[config.mk]
export PLATFORM = sky130hd
export DESIGN_NAME = median_mean_sensor_normalizer_top
export DESIGN_NICKNAME = d
export VERILOG_FILES = /design/src/rtl/core/mmsn_pkg.sv /design/src/rtl/core/mmsn_ctrl.sv /design/src/rtl/core/mmsn_dp.sv /design/src/rtl/core/median_mean_sensor_normalizer_top.sv
export SDC_FILE = /design/constraint.sdc
export NUM_CORES = 1
export LEC_CHECK = 0
export BUFFER_PORTS_ARGS = -buffer_cell sky130_fd_sc_hd__buf_2
export CORE_MARGIN = 1
export CORE_UTILIZATION = 55
export DETAILED_ROUTE_END_ITERATION = 12
export PLACE_DENSITY = 0.77
export SYNTH_ARGS = -nofsm -noshare
export SYNTH_HDL_FRONTEND = slang
export SYNTH_HIERARCHICAL = 1
export SYNTH_SLANG_ARGS = --single-unit
[constraint.sdc]
create_clock -name clock -period 10.39 [get_ports clock]
set_input_delay 0 -clock clock [delete_from_list [all_inputs] [get_ports clock]]
set_output_delay 0 -clock clock [all_outputs]
set_load 0.02 [all_outputs]
[src/rtl/core/mmsn_pkg.sv]
// Shared types and constants of the median/mean sensor normalizer.
// Used by mmsn_ctrl, mmsn_dp and median_mean_sensor_normalizer_top.
`default_nettype none

package mmsn_pkg;

   // Block dimensions
   localparam int CHANNELS    = 6;
   localparam int CEIL_REGS   = 6;
   localparam int ROUNDS      = 10;
   localparam int SAMPLE_BITS = 12;
   localparam int REG_W       = 12;
   localparam int CH_W        = 3;
   localparam int SUM_W       = 16;
   localparam int CNT_W       = 4;
   localparam int LEVEL_W     = 14;
   localparam int NUM_W       = SUM_W + LEVEL_W;
   localparam int DIVCNT_W    = $clog2(LEVEL_W);
   localparam int CH_IDX_W    = $clog2(CHANNELS);
   localparam int CEIL_IDX_W  = $clog2(CEIL_REGS);
   localparam int CSR_ADDR_W  = 3;
   // Three samples padded up to whole bytes
   localparam int REQ_TDATA_W = ((3*SAMPLE_BITS + 7) / 8) * 8;

   localparam logic [SUM_W-1:0]   SUM_MAX    = '1;
   localparam logic [LEVEL_W-1:0] FULL_SCALE = LEVEL_W'(10000);

   // Register indexes
   localparam logic [CSR_ADDR_W-1:0] CSR_FLOOR     = 3'd0;
   localparam logic [CSR_ADDR_W-1:0] CSR_CEIL_BASE = 3'd1;

   // Ceiling values after reset, channel 0 first
   localparam logic [REG_W-1:0] CEIL_RESET [CEIL_REGS] = '{
      12'd1380, 12'd1226, 12'd1440, 12'd1343, 12'd1340, 12'd1594
   };

   typedef enum logic [2:0] {
      ST_IDLE,
      ST_UPDATE,
      ST_MULT,
      ST_DIV,
      ST_FINISH
   } state_type;

   // Controller to datapath
   typedef struct packed {
      logic capture;
      logic update;
      logic mult;
      logic div_step;
      logic load_out;
   } cmd_type;

   // Datapath to controller
   typedef struct packed {
      logic ch_ok;
      logic round_done;
      logic need_div;
      logic div_last;
      logic out_full;
   } stat_type;

endpackage

`default_nettype wire

[src/rtl/core/mmsn_ctrl.sv]
// Sequencer of the normalizer: accept, update, multiply, divide, deliver.
// Depends on mmsn_pkg; drives mmsn_dp through cmd_type commands.
`default_nettype none

module mmsn_ctrl (
   input  wire logic               clock,
   input  wire logic               reset,
   input  wire logic               req_tvalid,
   output logic                    req_tready,
   input  wire logic               rsp_tready,
   input  wire mmsn_pkg::stat_type stat,
   output mmsn_pkg::cmd_type       cmd
);
   import mmsn_pkg::*;

   state_type state_ff, state_in;

   // State register
   always_ff @(posedge clock) begin
      if (reset) begin
         state_ff <= ST_IDLE;
      end else begin
         state_ff <= state_in;
      end
   end

   // Next state and commands
   always_comb begin
      state_in     = state_ff;
      cmd          = '0;
      req_tready   = 1'b0;
      unique case (state_ff)
         ST_IDLE: begin
            // take no transfer while reset is held
            req_tready  = !reset;
            cmd.capture = req_tvalid && !reset;
            if (req_tvalid && !reset) begin
               state_in = ST_UPDATE;
            end
         end
         ST_UPDATE: begin
            cmd.update = 1'b1;
            priority if (!stat.ch_ok || !stat.round_done) begin
               state_in = ST_IDLE;
            end else if (stat.need_div) begin
               state_in = ST_MULT;
            end else begin
               state_in = ST_FINISH;
            end
         end
         ST_MULT: begin
            cmd.mult = 1'b1;
            state_in = ST_DIV;
         end
         ST_DIV: begin
            cmd.div_step = 1'b1;
            if (stat.div_last) begin
               state_in = ST_FINISH;
            end
         end
         ST_FINISH: begin
            // wait until the output register is free or being drained
            if (!stat.out_full || rsp_tready) begin
               cmd.load_out = 1'b1;
               state_in     = ST_IDLE;
            end
         end
         default: begin
            state_in = ST_IDLE;
         end
      endcase
   end

endmodule

`default_nettype wire

[src/rtl/core/mmsn_dp.sv]
// Datapath of the normalizer: config registers, per-channel sums and counts,
// median, scaling multiplier, restoring divider and output register. Uses mmsn_pkg.
`default_nettype none

module mmsn_dp (
   input  wire logic                                  clock,
   input  wire logic                                  reset,
   input  wire mmsn_pkg::cmd_type                     cmd,
   output mmsn_pkg::stat_type                         stat,
   input  wire logic                                  csr_we,
   input  wire logic [mmsn_pkg::CSR_ADDR_W-1:0]       csr_addr,
   input  wire logic [mmsn_pkg::REG_W-1:0]            csr_wdata,
   input  wire logic [mmsn_pkg::CH_W-1:0]             in_channel,
   input  wire logic [3*mmsn_pkg::SAMPLE_BITS-1:0]    in_samples,
   output logic                                       rsp_tvalid,
   input  wire logic                                  rsp_tready,
   output logic [mmsn_pkg::CH_W-1:0]                  out_channel,
   output logic [mmsn_pkg::LEVEL_W-1:0]               out_level,
   output logic                                       out_over,
   output logic                                       out_bad
);
   import mmsn_pkg::*;

   // Configuration
   logic [REG_W-1:0] floor_ff;
   logic [REG_W-1:0] ceil_ff [CEIL_REGS];
   logic [CSR_ADDR_W-1:0] ceil_sel;

   // Per-channel state
   logic [SUM_W-1:0] sum_ff [CHANNELS];
   logic [CNT_W-1:0] cnt_ff [CHANNELS];

   // Captured item
   logic [CH_W-1:0]        ch_ff;
   logic [SAMPLE_BITS-1:0] sa_ff, sb_ff, sc_ff;

   // Round result and divider
   logic [LEVEL_W-1:0]  level_ff;
   logic                over_ff, bad_ff;
   logic [SUM_W-1:0]    diff_ff, den_ff, rem_ff;
   logic [LEVEL_W-1:0]  quo_ff;
   logic [DIVCNT_W-1:0] divcnt_ff;

   // Output register
   logic                rsp_valid_ff;
   logic [CH_W-1:0]     o_ch_ff;
   logic [LEVEL_W-1:0]  o_level_ff;
   logic                o_over_ff, o_bad_ff;

   // Combinational terms
   logic [CH_IDX_W-1:0]    ch_idx;
   logic [SAMPLE_BITS-1:0] lo, hi, med;
   logic [SUM_W:0]         sum_wide;
   logic [SUM_W-1:0]       sum_new;
   logic [CNT_W:0]         cnt_new;
   logic [REG_W-1:0]       ceil_cur;
   logic [SUM_W-1:0]       base, top;
   logic                   bad_c, over_c, below_c;
   logic [NUM_W-1:0]       product;
   logic [SUM_W:0]         trial;
   logic                   trial_ge;

   assign ceil_sel = csr_addr - CSR_CEIL_BASE;

   // Take register writes
   always_ff @(posedge clock) begin
      if (reset) begin
         floor_ff <= '0;
         for (int i = 0; i < CEIL_REGS; i++) begin
            ceil_ff[i] <= CEIL_RESET[i];
         end
      end else if (csr_we) begin
         if (csr_addr == CSR_FLOOR) begin
            floor_ff <= csr_wdata;
         end else if (csr_addr >= CSR_CEIL_BASE &&
                      ({1'b0, csr_addr} < 4'(CSR_CEIL_BASE) + 4'(CEIL_REGS))) begin
            ceil_ff[ceil_sel[CEIL_IDX_W-1:0]] <= csr_wdata;
         end
      end
   end

   // Hold the accepted item
   always_ff @(posedge clock) begin
      if (cmd.capture) begin
         ch_ff <= in_channel;
         sa_ff <= in_samples[SAMPLE_BITS-1:0];
         sb_ff <= in_samples[2*SAMPLE_BITS-1:SAMPLE_BITS];
         sc_ff <= in_samples[3*SAMPLE_BITS-1:2*SAMPLE_BITS];
      end
   end

   assign ch_idx = ch_ff[CH_IDX_W-1:0];

   // Median of three, saturating sum, next count, calibration checks
   always_comb begin
      lo = (sa_ff < sb_ff) ? sa_ff : sb_ff;
      hi = (sa_ff < sb_ff) ? sb_ff : sa_ff;
      priority if (sc_ff > hi) begin
         med = hi;
      end else if (sc_ff > lo) begin
         med = sc_ff;
      end else begin
         med = lo;
      end
      stat.ch_ok = ({1'b0, ch_ff} < 4'(CHANNELS)) && ({1'b0, ch_ff} < 4'(CEIL_REGS));
      if (stat.ch_ok) begin
         sum_wide = {1'b0, sum_ff[ch_idx]} + (SUM_W+1)'(med);
         cnt_new  = {1'b0, cnt_ff[ch_idx]} + (CNT_W+1)'(1);
         ceil_cur = ceil_ff[ch_idx];
      end else begin
         sum_wide = '0;
         cnt_new  = '0;
         ceil_cur = '0;
      end
      sum_new = sum_wide[SUM_W] ? SUM_MAX : sum_wide[SUM_W-1:0];
      stat.round_done = cnt_new >= (CNT_W+1)'(ROUNDS);
      base    = SUM_W'(floor_ff) * SUM_W'(ROUNDS);
      top     = SUM_W'(ceil_cur) * SUM_W'(ROUNDS);
      bad_c   = ceil_cur <= floor_ff;
      over_c  = !bad_c && (sum_new > top);
      below_c = !bad_c && !over_c && (sum_new <= base);
      stat.need_div = !bad_c && !over_c && !below_c;
      stat.div_last = divcnt_ff == DIVCNT_W'(LEVEL_W - 1);
      stat.out_full = rsp_valid_ff;
   end

   // Advance the per-channel sums and counts
   always_ff @(posedge clock) begin
      if (reset) begin
         for (int i = 0; i < CHANNELS; i++) begin
            sum_ff[i] <= '0;
            cnt_ff[i] <= '0;
         end
      end else if (cmd.update && stat.ch_ok) begin
         if (stat.round_done) begin
            sum_ff[ch_idx] <= '0;
            cnt_ff[ch_idx] <= '0;
         end else begin
            sum_ff[ch_idx] <= sum_new;
            cnt_ff[ch_idx] <= cnt_new[CNT_W-1:0];
         end
      end
   end

   // Scale and divide: quotient fits LEVEL_W bits, so the upper product
   // bits start as the partial remainder
   assign product  = NUM_W'(diff_ff) * NUM_W'(FULL_SCALE);
   assign trial    = {rem_ff, quo_ff[LEVEL_W-1]};
   assign trial_ge = trial >= {1'b0, den_ff};

   always_ff @(posedge clock) begin
      if (cmd.update) begin
         level_ff <= over_c ? FULL_SCALE : '0;
         over_ff  <= over_c;
         bad_ff   <= bad_c;
         diff_ff  <= sum_new - base;
         den_ff   <= top - base;
      end
      if (cmd.mult) begin
         rem_ff    <= product[NUM_W-1:LEVEL_W];
         quo_ff    <= product[LEVEL_W-1:0];
         divcnt_ff <= '0;
      end
      if (cmd.div_step) begin
         rem_ff    <= trial_ge ? SUM_W'(trial - {1'b0, den_ff}) : trial[SUM_W-1:0];
         quo_ff    <= {quo_ff[LEVEL_W-2:0], trial_ge};
         divcnt_ff <= divcnt_ff + DIVCNT_W'(1);
         if (stat.div_last) begin
            level_ff <= {quo_ff[LEVEL_W-2:0], trial_ge};
         end
      end
   end

   // Output register: free on transfer, load from the finished round
   always_ff @(posedge clock) begin
      if (reset) begin
         rsp_valid_ff <= 1'b0;
      end else if (cmd.load_out) begin
         rsp_valid_ff <= 1'b1;
      end else if (rsp_tready) begin
         rsp_valid_ff <= 1'b0;
      end
   end

   always_ff @(posedge clock) begin
      if (cmd.load_out) begin
         o_ch_ff    <= ch_ff;
         o_level_ff <= level_ff;
         o_over_ff  <= over_ff;
         o_bad_ff   <= bad_ff;
      end
   end

   assign rsp_tvalid    = rsp_valid_ff;
   assign out_channel   = o_ch_ff;
   assign out_level     = o_level_ff;
   assign out_over      = o_over_ff;
   assign out_bad       = o_bad_ff;

   // Divider remainder stays below the divisor while stepping
   a_rem_bound: assert property (@(posedge clock) disable iff (reset)
      cmd.div_step |-> rem_ff < den_ff)
      else $error("divider remainder not below divisor");

   // Reported level never exceeds full scale
   a_level_range: assert property (@(posedge clock) disable iff (reset)
      rsp_valid_ff |-> o_level_ff <= FULL_SCALE)
      else $error("level above full scale");

   // Saturation flag comes with full scale, bad calibration with zero
   a_flags: assert property (@(posedge clock) disable iff (reset)
      rsp_valid_ff |-> (!o_over_ff || o_level_ff == FULL_SCALE) &&
                       (!o_bad_ff || (o_level_ff == '0 && !o_over_ff)))
      else $error("flags disagree with level");

   // A loaded result is on the port in the next cycle
   a_load_shows: assert property (@(posedge clock) disable iff (reset)
      cmd.load_out |=> rsp_valid_ff)
      else $error("loaded result not presented");

endmodule

`default_nettype wire

[src/rtl/core/median_mean_sensor_normalizer_top.sv]
// Top level of the median/mean sensor normalizer.
// Instantiates mmsn_ctrl and mmsn_dp; uses mmsn_pkg.
//
//   channel  dir  signals                          payload
//   req      in   req_tvalid/tready/tdata/tuser    three samples, channel
//   rsp      out  rsp_tvalid/tready/tdata/tuser    level and flags, channel
//   csr      in   csr_we/csr_addr/csr_wdata        register index and value
//
// A round that does not close its channel passes through accept and update.
// A closing round passes through accept, update and load with a clamped or flagged level,
// or through accept, update, scale multiply, 14 divide steps and load when the 14-step
// restoring divider runs, one quotient bit per cycle.
// The result waits in an output register; a stalled rsp holds the next
// closing round in its load state. Reset is synchronous and clears all sums.
`default_nettype none

module median_mean_sensor_normalizer_top (
   input  wire logic                                  clock,
   input  wire logic                                  reset,
   input  wire logic                                  req_tvalid,
   output logic                                       req_tready,
   // sample_first, sample_second, sample_third, zero pad
   input  wire logic [mmsn_pkg::REQ_TDATA_W-1:0]      req_tdata,
   // channel
   input  wire logic [mmsn_pkg::CH_W-1:0]             req_tuser,
   output logic                                       rsp_tvalid,
   input  wire logic                                  rsp_tready,
   // level_hundredths, over_ceiling, bad_calibration
   output logic [mmsn_pkg::LEVEL_W+1:0]               rsp_tdata,
   // out_channel
   output logic [mmsn_pkg::CH_W-1:0]                  rsp_tuser,
   input  wire logic                                  csr_we,
   input  wire logic [mmsn_pkg::CSR_ADDR_W-1:0]       csr_addr,
   input  wire logic [mmsn_pkg::REG_W-1:0]            csr_wdata
);
   import mmsn_pkg::*;

   cmd_type            cmd;
   stat_type           stat;
   logic [LEVEL_W-1:0] level;
   logic               over, bad;

   mmsn_ctrl u_ctrl (
      .clock      (clock),
      .reset      (reset),
      .req_tvalid (req_tvalid),
      .req_tready (req_tready),
      .rsp_tready (rsp_tready),
      .stat       (stat),
      .cmd        (cmd)
   );

   mmsn_dp u_dp (
      .clock       (clock),
      .reset       (reset),
      .cmd         (cmd),
      .stat        (stat),
      .csr_we      (csr_we),
      .csr_addr    (csr_addr),
      .csr_wdata   (csr_wdata),
      .in_channel  (req_tuser),
      .in_samples  (req_tdata[3*SAMPLE_BITS-1:0]),
      .rsp_tvalid  (rsp_tvalid),
      .rsp_tready  (rsp_tready),
      .out_channel (rsp_tuser),
      .out_level   (level),
      .out_over    (over),
      .out_bad     (bad)
   );

   assign rsp_tdata = {bad, over, level};

endmodule

`default_nettype wire

==> impl_metrics.csv <==
group,metric,value,unit
setup_path,cpPeakStageDelay,0.60,ns
yosys,netlist_top_cells_count,"edfxtp_1 (381), nor2_1 (259), inv_1 (238)",
power_and_ir_drop,total_power,9.52,mW
timing,max-slew-margin-rel,0.203,
yosys,yosysUniqueCellTypes,76,
yosys,async_flop_share,0,
timing,clock_skew,0.0255,ns
timing,rsz0062_at_grt,"false",
yosys,syn_inst,2125,
cts,cts_buffers,44,
finish,area_delta_synth_final,12.6,%
timing,final.min_clock_period,9.64,ns
setup_path,critPathLaunchType,"register",
floorplan,initial_core_util,0.561,
setup_path,slowest_stage,"a21oi_1",
placed_design,gp_congestion,0.904,
cts,cts_sinks,414,
cts,path_clk_slew,0.06,ns
drt,first_pass_iters,5,
global_route,grt_max_degree,46,
cts,htreeDepth,2,
timing,worstMarginPinSlew,1.20,ns
finish,layout-drive-gt1-share,0.131,
yosys,synth_top_area_share,0.458,
drt,drtIter0Drc,1375,
yosys,yosys_warnings,6,
power_and_ir_drop,p_leak,11.8,nW
timing,max_freq,104,MHz
cts,clk_path_buf_depth,3,
yosys,netlist_area,0.0250,sq mm
drt,final_antenna_net_count,0,
global_route,overflow,0,
yosys,synth_enable_flop_cells,381,
yosys,synth_ff_type,"edfxtp_1",
setup_path,crit_path_end_kind,"register",
placed_design,post-dp-hpwl,41.3,mm
global_route,grt_pass1_wl,92.8,mm
global_route,antenna_found_initial,0,
status,status,"complete, no violations",
yosys,seq_area_frac_synth,0.485,
finish,antenna_cells,0,
setup_path,cp_max_fo,45,
setup_path,cp.arrival,10.10,ns
placed_design,io_buffers,79,
yosys,yosysTopAreaCell,"edfxtp_1",
setup_path,cp_data_required_time,10.85,ns
floorplan,row_count,77,
timing,drv_slew,0,
yosys,syn_area_per_cell,11.7,sq um
drt,num_vias,17200,
setup_path,cpLargestDelayFamily,"compound AO/OA/AOI/OAI gates",
timing,hold_viol_final,0,
yosys,synth_area_leaders,"edfxtp_1 (46%), ha_1 (12%), mux4_2 (5.2%)",
job,maxCapViolations,0,
timing,fin_setup_tns,0,ns
drt,drc_errors,0,
cts,cts_setup_buffers,0,
floorplan,die-area,0.0462,sq mm
cts,cts_root_buffer,"clkbuf_16",
timing,fin_crit_sh,0.928,
global_route,grt_use_total,0.259,
timing,setup_viol,0,
min_path,hold_class,"input port to register",
drt,post_drt_via_cell_ratio,5.89,
drt,detail_route.wirelength,58.9,mm
finish,fill_cells,3336,
setup_path,criticalPathCategory,"register to register",
global_route,grt_pass1_vias,17600,
yosys,synth-seq-cells,414,
power_and_ir_drop,ir_worst_vdd,0.577,mV
drt,wl_per_cell,20.1,um
cts,cts_tree,"done",
setup_path,crit_top_cell,"a21oi_1",
setup_path,critPathBufInv,3,
floorplan,dieWidth,215,um
floorplan,core_area,0.0445,sq mm
floorplan,dieHeight,215,um
floorplan,io_pins,84,
power_and_ir_drop,power-per-cell-area,339,mW/mm^2
cts,insertion_delay,0.59,ns
yosys,yosysMostFrequentCell,"edfxtp_1",
finish,fin_nets,2638,
==> flip-flops by register name (all words and copies together) (netlist names), 3 cells and up, named ones only <==
name / cells
u_dp/diff_ff: 16
u_dp/rem_ff: 16
u_dp/divcnt_ff: 4
u_dp/floor_ff: 12
u_dp/ceil_ff: 96
u_dp/out_channel: 3
u_ctrl/state_ff: 3
u_dp/sa_ff: 12
u_dp/den_ff: 15
u_dp/ch_ff: 3
u_dp/quo_ff: 14
u_dp/sum_ff: 128
u_dp/out_level: 14
u_dp/sc_ff: 12
u_dp/cnt_ff: 32
u_dp/sb_ff: 12
u_dp/level_ff: 14
==> path summary, 6_finish.rpt <==
path / from / end / depth (start not counted) / slack (ns)
hold / removal: csr_addr[2] / u_dp/ceil_ff[6][11]$_DFFE_PP_ / 3 / 0.07
setup / recovery: u_dp/sb_ff[2]$_DFFE_PP_ / u_ctrl/state_ff[2]$_SDFFE_PP0P_ / 37 / 0.75
hold reg to reg: u_dp/level_ff[8]$_DFF_P_ / u_dp/out_level[8]$_DFFE_PP_ / 0 / 0.43
setup reg to reg: u_dp/sb_ff[2]$_DFFE_PP_ / u_ctrl/state_ff[2]$_SDFFE_PP0P_ / 37 / 0.75
==> layout by cell type (no fill, tap or decap), types with 40 or more instances in the layout <==
cell type | Yosys | final
o21ai_0 | 58 | 58
buf_2 | 7 | 79
nand2_1 | 102 | 102
a21oi_1 | 104 | 104
conb_1 | 1 | 40
mux4_2 | 58 | 58
mux2i_1 | 40 | 40
inv_1 | 238 | 238
ha_1 | 232 | 232
edfxtp_1 | 381 | 381
clkbuf_16 | 0 | 45
nor2_1 | 259 | 258
a21o_1 | 46 | 46
xnor2_1 | 53 | 53
dlygate4sd3_1 | 0 | 58
fa_1 | 41 | 41
==> per-stage QoR <==
step / utilization / std cells / area [sq um] / hold WS [ns] / setup WS, ns
after floorplan: - / 2164 / 25100 / 0.0477 / 2.47
after global placement: 0.587 / 2790 / 26100 / 0.177 / 1.48
after detailed placement: 0.587 / 2790 / 26100 / 0.178 / 1.25
after CTS: 0.631 / 2929 / 28100 / 0.0133 / 1.16
after global routing: 0.631 / 2929 / 28100 / 0.0756 / 0.311
final: 0.631 / 2929 / 28100 / 0.0656 / 0.751
==> worst register-to-register path: cells and delay by family, from the launching register on <==
| kind | cells | cell delay, ns |
|---|---|---|
| buf+inv | 3 | 0.60 |
| compound gates | 26 | 6.53 |
| flops | 1 | 0.41 |
| fa+ha+maj | 4 | 1.32 |
| simple gates | 4 | 0.66 |
==> logic make-up after synthesis <==
group,after synthesis,synth area share
buf+inv,305,0.0504
simple gates,576,0.107
fa+ha+maj,273,0.149
compound gates,339,0.0898
mux,135,0.0891
xor+xnor,82,0.0291
other cells,1,0.000150
flops,414,0.485
==> repair_timing <==
action | in CTS | in global routing
hold buffers | 58 | 0
gates resized for setup | 0 | 0
endpoints found under the hold margin | 168 | 0
==> final cells by class <==
type,count,area [sq um],share of cell area
Sequential cell,414,12100,0.431
Tap cell,592,741,0.0264
Timing Repair Buffer,157,1140,0.0405
Clock buffer,63,1220,0.0436
Clock inverter,18,171,0.00610
Multi-Input combinational cell,1445,11800,0.420
Inverter,240,901,0.0321
==> power breakdown <==
part | switching [mW] | internal, mW
clock | 0.660 | 0.855
combinational | 3.26 | 2.40
sequential | 0.106 | 2.24
==> metal layers <==
layer  up-vias  GRT usage  share of wire
met2       737      0.434           0.48
met3       123     0.0497          0.082
met5         -          0              0
met1      8387      0.334           0.40
met4         0     0.0941          0.033
li1       7991          -              -
Note: power is estimated with default switching activity, not from simulation.
